$ cat src/rtl/bwu_pkg.sv
`timescale 1ns / 1ps
`default_nettype none
// ----------------------------------------------------------------------------
// Breakpoint/watchpoint unit package
// Table sizes, field widths, command, event and status codes, and the range
// helpers shared by the unit.
// ----------------------------------------------------------------------------
package bwu_pkg;

   localparam int NUM_BREAKPOINTS   = 4;
   localparam int NUM_READ_WATCHES  = 4;
   localparam int NUM_WRITE_WATCHES = 4;

   localparam int KIND_W   = 4;
   localparam int ADDR_W   = 32;
   localparam int LEN_W    = 16;
   localparam int EVENT_W  = 3;
   localparam int STATUS_W = 2;
   localparam int STATE_W  = 3;

   typedef logic [ADDR_W-1:0] addr_type;
   typedef logic [LEN_W-1:0]  len_type;

   typedef enum logic [KIND_W-1:0] {
      KIND_INSTR      = 4'd0,
      KIND_ACCESS     = 4'd1,
      KIND_ADD_BP     = 4'd2,
      KIND_DEL_BP     = 4'd3,
      KIND_ADD_WATCH  = 4'd4,
      KIND_DEL_WATCH  = 4'd5,
      KIND_BRK_REQ    = 4'd6,
      KIND_SOFTBRK    = 4'd7,
      KIND_STEP       = 4'd8,
      KIND_CONTINUE   = 4'd9,
      KIND_DETACH     = 4'd10,
      KIND_ATTACH     = 4'd11
   } kind_type;

   typedef enum logic [EVENT_W-1:0] {
      EV_NONE     = 3'd0,
      EV_BREAK    = 3'd1,
      EV_RD_WATCH = 3'd2,
      EV_WR_WATCH = 3'd3,
      EV_TRAPPED  = 3'd4
   } event_type;

   typedef enum logic [STATUS_W-1:0] {
      STAT_OK         = 2'd0,
      STAT_FULL       = 2'd1,
      STAT_NOT_FOUND  = 2'd2,
      STAT_NOT_HALTED = 2'd3
   } status_type;

   // Last byte of a range, modulo 2^ADDR_W; a zero length wraps.
   function automatic addr_type last_byte(input addr_type first, input len_type len);
      return first + ADDR_W'(len) - ADDR_W'(1);
   endfunction

   function automatic logic in_span(input addr_type x, input addr_type lo,
                                    input addr_type hi);
      return (x >= lo) && (x <= hi);
   endfunction

   function automatic logic overlaps(input addr_type a, input addr_type a_last,
                                     input addr_type w, input addr_type w_last);
      return in_span(a, w, w_last) || in_span(a_last, w, w_last) ||
             in_span(w, a, a_last) || in_span(w_last, a, a_last);
   endfunction

endpackage
`default_nettype wire

$ cat src/rtl/breakpoint_watchpoint_unit.sv
`timescale 1ns / 1ps
`default_nettype none
// ----------------------------------------------------------------------------
// Breakpoint and watchpoint unit
// Debug run-state machine with a breakpoint table and read and write
// watch-range tables, checking instructions and memory accesses.
//
//   channel | direction | handshake          | payload
//   req     | in        | req_valid/req_stall | kind, address, length, is_write
//   rsp     | out       | rsp_valid/rsp_stall | event_res, status, run_state,
//           |           |                     | trapped_address
//
// One transfer per clock sustained while rsp_stall is low; a result passes
// through the input register, then the result register.
// Run state and tables update in the cycle the item moves into the result
// register, so each item sees all earlier items' effects.
// Synchronous reset clears run state, valid bits, pending break and hit record.
// rsp_stall holds the result register and, with the input register full,
// stalls the request side in the same cycle.
// ----------------------------------------------------------------------------
module breakpoint_watchpoint_unit (
   input  wire logic                          clock,
   input  wire logic                          reset,
   input  wire logic                          req_valid,
   output logic                               req_stall,
   input  wire logic [bwu_pkg::KIND_W-1:0]    req_kind,
   input  wire logic [bwu_pkg::ADDR_W-1:0]    req_address,
   input  wire logic [bwu_pkg::LEN_W-1:0]     req_length,
   input  wire logic                          req_is_write,
   output logic                               rsp_valid,
   input  wire logic                          rsp_stall,
   output logic [bwu_pkg::EVENT_W-1:0]        rsp_event_res,
   output logic [bwu_pkg::STATUS_W-1:0]       rsp_status,
   output logic [bwu_pkg::STATE_W-1:0]        rsp_run_state,
   output logic [bwu_pkg::ADDR_W-1:0]         rsp_trapped_address
);
   import bwu_pkg::*;

   typedef enum logic [STATE_W-1:0] {
      ST_NORMAL    = 3'd0,
      ST_STEP      = 3'd1,
      ST_BREAK     = 3'd2,
      ST_PREWATCH  = 3'd3,
      ST_WATCH     = 3'd4,
      ST_POSTWATCH = 3'd5
   } mode_type;

   // input register
   logic       in_valid_ff;
   kind_type   in_kind_ff;
   addr_type   in_address_ff;
   len_type    in_length_ff;
   logic       in_is_write_ff;

   // result register
   logic       rsp_valid_ff;
   event_type  rsp_event_ff;
   status_type rsp_status_ff;
   mode_type   rsp_state_ff;
   addr_type   rsp_taddr_ff;

   // run state
   mode_type   mode_ff, mode_in;
   logic       pending_ff, pending_in;
   addr_type   hit_address_ff, hit_address_in;
   logic       hit_was_read_ff, hit_was_read_in;

   // tables
   addr_type   bp_address_ff [NUM_BREAKPOINTS];
   logic [NUM_BREAKPOINTS-1:0] bp_valid_ff, bp_valid_in;

   addr_type   rd_address_ff [NUM_READ_WATCHES];
   len_type    rd_length_ff  [NUM_READ_WATCHES];
   addr_type   rd_last_ff    [NUM_READ_WATCHES];
   logic [NUM_READ_WATCHES-1:0] rd_valid_ff, rd_valid_in;

   addr_type   wr_address_ff [NUM_WRITE_WATCHES];
   len_type    wr_length_ff  [NUM_WRITE_WATCHES];
   addr_type   wr_last_ff    [NUM_WRITE_WATCHES];
   logic [NUM_WRITE_WATCHES-1:0] wr_valid_ff, wr_valid_in;

   logic       advance, take, halted;
   addr_type   acc_last;

   logic [NUM_BREAKPOINTS-1:0]   bp_match, bp_free, bp_add_pick, bp_del_pick, bp_load;
   logic [NUM_READ_WATCHES-1:0]  rd_hit, rd_match, rd_free, rd_add_pick, rd_del_pick;
   logic [NUM_READ_WATCHES-1:0]  rd_load;
   logic [NUM_WRITE_WATCHES-1:0] wr_hit, wr_match, wr_free, wr_add_pick, wr_del_pick;
   logic [NUM_WRITE_WATCHES-1:0] wr_load;

   event_type  ev_in;
   status_type status_in;
   addr_type   taddr_in;

   assign advance   = !rsp_valid_ff || !rsp_stall;
   assign take      = in_valid_ff && advance;
   assign req_stall = in_valid_ff && !advance;

   assign rsp_valid           = rsp_valid_ff;
   assign rsp_event_res       = rsp_event_ff;
   assign rsp_status          = rsp_status_ff;
   assign rsp_run_state       = rsp_state_ff;
   assign rsp_trapped_address = rsp_taddr_ff;

   assign halted   = (mode_ff == ST_BREAK) || (mode_ff == ST_WATCH);
   assign acc_last = last_byte(in_address_ff, in_length_ff);

   always_comb begin
      for (int i = 0; i < NUM_BREAKPOINTS; i++) begin
         bp_match[i] = bp_valid_ff[i] && (bp_address_ff[i] == in_address_ff);
      end
      for (int i = 0; i < NUM_READ_WATCHES; i++) begin
         rd_hit[i]   = rd_valid_ff[i] &&
                       overlaps(in_address_ff, acc_last, rd_address_ff[i], rd_last_ff[i]);
         rd_match[i] = rd_valid_ff[i] && (rd_address_ff[i] == in_address_ff) &&
                       (rd_length_ff[i] == in_length_ff);
      end
      for (int i = 0; i < NUM_WRITE_WATCHES; i++) begin
         wr_hit[i]   = wr_valid_ff[i] &&
                       overlaps(in_address_ff, acc_last, wr_address_ff[i], wr_last_ff[i]);
         wr_match[i] = wr_valid_ff[i] && (wr_address_ff[i] == in_address_ff) &&
                       (wr_length_ff[i] == in_length_ff);
      end
   end

   // lowest set bit of each vector
   assign bp_free     = ~bp_valid_ff;
   assign rd_free     = ~rd_valid_ff;
   assign wr_free     = ~wr_valid_ff;
   assign bp_add_pick = bp_free  & (~bp_free  + NUM_BREAKPOINTS'(1));
   assign rd_add_pick = rd_free  & (~rd_free  + NUM_READ_WATCHES'(1));
   assign wr_add_pick = wr_free  & (~wr_free  + NUM_WRITE_WATCHES'(1));
   assign bp_del_pick = bp_match & (~bp_match + NUM_BREAKPOINTS'(1));
   assign rd_del_pick = rd_match & (~rd_match + NUM_READ_WATCHES'(1));
   assign wr_del_pick = wr_match & (~wr_match + NUM_WRITE_WATCHES'(1));

   always_comb begin
      mode_in         = mode_ff;
      pending_in      = pending_ff;
      hit_address_in  = hit_address_ff;
      hit_was_read_in = hit_was_read_ff;
      bp_valid_in     = bp_valid_ff;
      rd_valid_in     = rd_valid_ff;
      wr_valid_in     = wr_valid_ff;
      bp_load         = '0;
      rd_load         = '0;
      wr_load         = '0;
      ev_in           = EV_NONE;
      status_in       = STAT_OK;
      taddr_in        = '0;

      unique case (in_kind_ff)
         KIND_INSTR: begin
            pending_in = 1'b0;
            priority if (halted) begin
               mode_in = mode_ff;
            end else if (mode_ff == ST_STEP) begin
               mode_in = ST_BREAK;
               ev_in   = EV_BREAK;
            end else if (mode_ff == ST_PREWATCH) begin
               mode_in  = ST_WATCH;
               ev_in    = hit_was_read_ff ? EV_RD_WATCH : EV_WR_WATCH;
               taddr_in = hit_address_ff;
            end else if ((|bp_match) || pending_ff) begin
               mode_in = ST_BREAK;
               ev_in   = EV_BREAK;
            end else begin
               mode_in = ST_NORMAL;
            end
         end
         KIND_ACCESS: begin
            if ((mode_ff == ST_NORMAL) && (in_is_write_ff ? (|wr_hit) : (|rd_hit))) begin
               mode_in         = ST_PREWATCH;
               hit_address_in  = in_address_ff;
               hit_was_read_in = !in_is_write_ff;
               ev_in           = EV_TRAPPED;
               taddr_in        = in_address_ff;
            end
         end
         KIND_ADD_BP: begin
            if (|bp_free) begin
               bp_load     = bp_add_pick;
               bp_valid_in = bp_valid_ff | bp_add_pick;
            end else begin
               status_in = STAT_FULL;
            end
         end
         KIND_DEL_BP: begin
            if (|bp_match) begin
               bp_valid_in = bp_valid_ff & ~bp_del_pick;
            end else begin
               status_in = STAT_NOT_FOUND;
            end
         end
         KIND_ADD_WATCH: begin
            if (in_is_write_ff) begin
               if (|wr_free) begin
                  wr_load     = wr_add_pick;
                  wr_valid_in = wr_valid_ff | wr_add_pick;
               end else begin
                  status_in = STAT_FULL;
               end
            end else begin
               if (|rd_free) begin
                  rd_load     = rd_add_pick;
                  rd_valid_in = rd_valid_ff | rd_add_pick;
               end else begin
                  status_in = STAT_FULL;
               end
            end
         end
         KIND_DEL_WATCH: begin
            if (in_is_write_ff) begin
               if (|wr_match) begin
                  wr_valid_in = wr_valid_ff & ~wr_del_pick;
               end else begin
                  status_in = STAT_NOT_FOUND;
               end
            end else begin
               if (|rd_match) begin
                  rd_valid_in = rd_valid_ff & ~rd_del_pick;
               end else begin
                  status_in = STAT_NOT_FOUND;
               end
            end
         end
         KIND_BRK_REQ: begin
            pending_in = 1'b1;
         end
         KIND_SOFTBRK: begin
            mode_in = ST_BREAK;
            ev_in   = EV_BREAK;
         end
         KIND_STEP: begin
            if (halted) begin
               mode_in = ST_STEP;
            end else begin
               status_in = STAT_NOT_HALTED;
            end
         end
         KIND_CONTINUE: begin
            if (halted) begin
               mode_in = (mode_ff == ST_WATCH) ? ST_POSTWATCH : ST_NORMAL;
            end else begin
               status_in = STAT_NOT_HALTED;
            end
         end
         KIND_DETACH: begin
            if (halted) begin
               bp_valid_in = '0;
               rd_valid_in = '0;
               wr_valid_in = '0;
               mode_in     = ST_NORMAL;
            end else begin
               status_in = STAT_NOT_HALTED;
            end
         end
         KIND_ATTACH: begin
            mode_in    = ST_BREAK;
            pending_in = 1'b0;
         end
         default: begin
            mode_in = mode_ff;
         end
      endcase
   end

   always_ff @(posedge clock) begin
      if (reset) begin
         in_valid_ff     <= 1'b0;
         rsp_valid_ff    <= 1'b0;
         mode_ff         <= ST_NORMAL;
         pending_ff      <= 1'b0;
         hit_address_ff  <= '0;
         hit_was_read_ff <= 1'b0;
         bp_valid_ff     <= '0;
         rd_valid_ff     <= '0;
         wr_valid_ff     <= '0;
      end else begin
         if (!req_stall) begin
            in_valid_ff <= req_valid;
         end
         if (advance) begin
            rsp_valid_ff <= in_valid_ff;
         end
         if (take) begin
            mode_ff         <= mode_in;
            pending_ff      <= pending_in;
            hit_address_ff  <= hit_address_in;
            hit_was_read_ff <= hit_was_read_in;
            bp_valid_ff     <= bp_valid_in;
            rd_valid_ff     <= rd_valid_in;
            wr_valid_ff     <= wr_valid_in;
         end
      end
   end

   always_ff @(posedge clock) begin
      if (req_valid && !req_stall) begin
         in_kind_ff     <= kind_type'(req_kind);
         in_address_ff  <= req_address;
         in_length_ff   <= req_length;
         in_is_write_ff <= req_is_write;
      end
      if (take) begin
         rsp_event_ff  <= ev_in;
         rsp_status_ff <= status_in;
         rsp_state_ff  <= mode_in;
         rsp_taddr_ff  <= taddr_in;
         for (int i = 0; i < NUM_BREAKPOINTS; i++) begin
            if (bp_load[i]) begin
               bp_address_ff[i] <= in_address_ff;
            end
         end
         for (int i = 0; i < NUM_READ_WATCHES; i++) begin
            if (rd_load[i]) begin
               rd_address_ff[i] <= in_address_ff;
               rd_length_ff[i]  <= in_length_ff;
               rd_last_ff[i]    <= acc_last;
            end
         end
         for (int i = 0; i < NUM_WRITE_WATCHES; i++) begin
            if (wr_load[i]) begin
               wr_address_ff[i] <= in_address_ff;
               wr_length_ff[i]  <= in_length_ff;
               wr_last_ff[i]    <= acc_last;
            end
         end
      end
   end

   a_state_tracks_result: assert property (@(posedge clock) disable iff (reset)
      rsp_valid_ff |-> (rsp_state_ff == mode_ff))
      else $error("result run state differs from held run state");

   a_watch_event_state: assert property (@(posedge clock) disable iff (reset)
      rsp_valid_ff && ((rsp_event_ff == EV_RD_WATCH) || (rsp_event_ff == EV_WR_WATCH))
      |-> (rsp_state_ff == ST_WATCH))
      else $error("watch break reported outside watch state");

   a_trap_records_hit: assert property (@(posedge clock) disable iff (reset)
      rsp_valid_ff && (rsp_event_ff == EV_TRAPPED)
      |-> (mode_ff == ST_PREWATCH) && (hit_address_ff == rsp_taddr_ff))
      else $error("trapped access not recorded");

   a_status_no_event: assert property (@(posedge clock) disable iff (reset)
      rsp_valid_ff && (rsp_status_ff != STAT_OK) |-> (rsp_event_ff == EV_NONE))
      else $error("event reported with failing status");

   a_stall_needs_item: assert property (@(posedge clock) disable iff (reset)
      req_stall |-> in_valid_ff && rsp_valid_ff)
      else $error("request stalled with room to advance");

endmodule
`default_nettype wire

$ cat config.mk
export PLATFORM = sky130hd
export DESIGN_NAME = breakpoint_watchpoint_unit
export DESIGN_NICKNAME = d
export VERILOG_FILES = /design/src/rtl/bwu_pkg.sv /design/src/rtl/breakpoint_watchpoint_unit.sv
export SDC_FILE = /design/constraint.sdc
export NUM_CORES = 2
export LEC_CHECK = 0
export ABC_AREA = 1
export BUFFER_PORTS_ARGS = -buffer_cell sky130_fd_sc_hd__buf_2
export CORE_ASPECT_RATIO = 0.75
export CORE_MARGIN = 3
export CORE_UTILIZATION = 65
export DETAILED_ROUTE_END_ITERATION = 10
export GPL_TIMING_DRIVEN = 0
export PLACE_DENSITY = 0.82
export SLEW_MARGIN = 20
export SYNTH_ARGS = -nofsm -noshare
export SYNTH_HDL_FRONTEND = slang
export SYNTH_SLANG_ARGS = --single-unit
$ cat constraint.sdc
create_clock -name clock -period 39.2 [get_ports clock]
set_clock_uncertainty 0.2 [all_clocks]
set_input_delay 9.8 -clock clock [delete_from_list [all_inputs] [get_ports clock]]
set_output_delay 9.8 -clock clock [all_outputs]
set_load 0.02 [all_outputs]
==> results by group <==
Clock network
  – Inserted Clock Buffers: 90
  – CTS max path bufs: 3
  – Cts-stage hold buffer count: 0
  – Clock Latency Late Sink: 0.69 ns
  – Clock-pin slew on the worst setup and hold paths: 0.06 ns
  – CTS tree: yes
  – H-tree depth: 3
  – Post-CTS setup buffer count: 0
  – Root Driver: clkbuf_16
  – Clk sinks: 912
  – Post-CTS Resized: 0

Placed design
  – PortBufs: 97
  – Post-DP Area: 0.0608 mm²
  – Dpl cells: 6907
  – Detailed placement HPWL: 127 mm
  – Routability cong.: 0.967

Timing
  – Final Cycle Share: 51.9%
  – Final worst path period need: 20.36 ns
  – Fmax achieved: 0.0491 GHz
  – RSZ-0062 raised after global routing: false
  – Final setup fails: 0
  – Max-slew violation count: 0
  – Hold Vio Cnt, Final: 0
  – Final setup TNS: 0 ns
  – Worst Tran Pin Value: 1.27 ns
  – Worst slew margin: 14.3%

Worst setup path
  – CP Buf/Inv Count: 2
  – Crit-path max FO: 3
  – CP Class: in2out
  – R2R cell count: 36
  – Worst setup path endpoint: req_stall
  – CP arrival: 10.36 ns
  – CP top delay family: buffers and inverters
  – Reg2reg setup slack: 28.25 ns
  – Crit start category: input pin
  – CP max-delay cell: buf_2
  – CP Capture Type: output port
  – Crit. path cell count: 4
  – Critical Path Source: rsp_stall
  – Critical path required time: 29.20 ns
  – Cell Chain, Critical Path: buf_2 > nand2_1 > nor2_1 > buf_2
  – RR Startpoint: in_address_ff[1]
  – FF-to-FF End: rsp_trapped_address[13]
  – Crit path top cell by count: buf_2
  – Worst path max stage delay: 0.20 ns

Power
  – Total power: 2.67 mW
  – Max VDD drop: 0.0438 mV
  – Leakage: 27.1 nW
  – P per Cell Area: 41.9 mW/mm²

Routing
  – Iteration-0 DRC Markers: 6470
  – First-pass iteration count of the detailed router: 9
  – Post-DR wirelength/cell: 25.0 µm
  – DRC Markers: 0
  – Met2 WL: 76.6 mm
  – Detail Route Antenna Nets: 0
  – Routed length on met1: 67.9 mm
  – Vias: 46500
  – WL final: 177 mm
  – Met3 wire length: 21.6 mm
  – Via density: 6.56
  – Highest routed layer: met5

Yosys
  – Warnings, synthesis: 0
  – Synth Cell Area: 0.0576 mm²
  – Post-synthesis compound-gate area fraction: 9.72%
  – Cell count after synthesis: 5577
  – Top FF cell, synth: edfxtp_1
  – Synth unique cells: 67
  – Post-synth ARST share: 0%
  – Largest family of logic cells by synthesized area: adder cells
  – Mapped Avg Cell Area: 10.3 µm²
  – Post-synthesis mux area share: 0%
  – Xor/xnor cell area share of the yosys netlist: 2.22%
  – Seq/Total Area, Yosys: 46.7%
  – Simple-Gate Fraction of Synth Area: 15.2%
  – Yosys reg bits: 912
  – Post-synth EDFFs: 861
  – Syn Nets: 6657
  – Adder-cell share of the synthesized area: 22.2%

Die
  – Core area: 0.0868 mm²
  – Die ar.: 0.0923 mm²
  – Row cnt: 93
  – Initial core utilization: 66.3%
  – Die X: 350 µm
  – Num ports: 99
  – Chip height: 264 µm

Global route
  – Vias in the first global route: 45200
  – GRT Resource Usage Total: 37.8%
  – Global-route wire length before repair: 262 mm
  – GR Overflow Total: 0
  – Largest net degree at the start of global routing: 54
  – Initial antenna violation count: 6

Finish
  – Commonest non-fill, non-tap cell in the layout: ha_1
  – Most frequent cells in the layout: ha_1 (1022), nand2_1 (945), edfxtp_1 (861)
  – Core Util, Final: 73.4%
  – Area Growth Syn to Fin: 10.6%
  – Design Area, Final: 0.0637 mm²
  – Final net count: 6939
  – Fraction of layout cells with a size suffix above 1: 8.08%
  – Post-Layout Cell Count: 7077
  – Ant diodes: 0

Outcome
  – Status: completed

Run
  – Max-cap violations: 0

Worst hold path
  – Worst min path class: reg2reg
==> synthesized netlist by cell type, types with 19 or more instances <==
library cell  number  area (µm²)
clkbuf_1          36         135
or2_2             39         244
nor2_1           389        1460
o21ai_1           39         195
a211oi_1          37         278
dfxtp_1           51        1020
nand2_1          945        3550
nand3b_1          23         173
o2111ai_1         34         298
xnor2_1           56         490
edfxtp_1         861       25900
inv_1            506        1900
nand3_1          219        1100
nand4_1          174        1090
o21ai_0          135         676
a21oi_1          456        2280
nor3_1            69         345
a21o_1            36         270
nor4_1            65         407
xor2_1            90         788
o21a_1            27         203
a31oi_1           32         200
o211ai_1          24         180
o21bai_1          19         143
ha_1            1022       12800
==> final cells by class <==
cell class	instances	area (µm²)
inverter	516	1950
clock buffer	114	2390
buffer	62	339
multi-input combinational	4087	28700
sequential	912	26900
clock inverter	56	547
tap	1140	1430
timing repair buffer	190	1520
fill	5922	23100
==> cell families after synthesis <==
family          count (synthesis)
simple gates                 1975
fa+ha+maj                    1023
xor+xnor                      146
buf+inv                       578
compound gates                943
flops                         912
==> worst min path at each step <==
stage                            start                 end  slack (ns)  cells after the start
floorplan           hit_address_ff[21]  hit_address_ff[21]        0.25                      2
global placement    hit_address_ff[15]  hit_address_ff[15]        0.26                      2
detailed placement  hit_address_ff[22]  hit_address_ff[22]        0.27                      2
CTS                 hit_address_ff[22]  hit_address_ff[22]        0.29                      2
global route         hit_address_ff[3]   hit_address_ff[3]        0.30                      2
finish              hit_address_ff[22]  hit_address_ff[22]        0.28                      2
==> sequential cells by signal, summed over array words and instances, names as in the netlist, 4 cells and up <==
signal,count
wr_valid_ff,4
bp_address_ff,128
rd_length_ff,64
rd_last_ff,128
in_length_ff,16
rd_valid_ff,4
bp_valid_ff,4
hit_address_ff,32
in_kind_ff,4
rd_address_ff,128
wr_length_ff,64
in_address_ff,32
wr_last_ff,128
wr_address_ff,128
rsp_trapped_address,32
==> worst register-to-register path: cells and delay by family (launching register included) <==
| kind | cells | cell delay [ns] |
|---|---|---|
| adder cells (fa/ha/maj) | 4 | 1.73 |
| buffers and inverters | 5 | 1.74 |
| flip-flops | 1 | 1.01 |
| XOR/XNOR | 1 | 0.77 |
| AO/OA/AOI/OAI | 10 | 2.74 |
| AND/OR/NAND/NOR | 16 | 2.55 |
==> report_power, final <==
part	total (mW)	internal (mW)	switching, mW
clock	0.880	0.477	0.403
sequential	1.11	1.09	0.0193
combinational	0.674	0.213	0.462
==> routing by layer <==
metal	GRT usage [%]	vias to the layer above
li1	-	20900
met1	50.9	21900
met2	57.6	2985
met3	8.38	585
met4	19.4	4
met5	0	-
==> per-stage QoR <==
step | setup WS [ns] | hold slack [ns]
2_1_floorplan | 19.01 | 0.254
3_3_place_gp | 14.83 | 0.262
3_5_place_dp | 18.85 | 0.271
4_1_cts | 18.85 | 0.285
5_1_grt | 18.80 | 0.300
6_report | 18.84 | 0.284
Note: power is estimated with default switching activity, not from simulation.
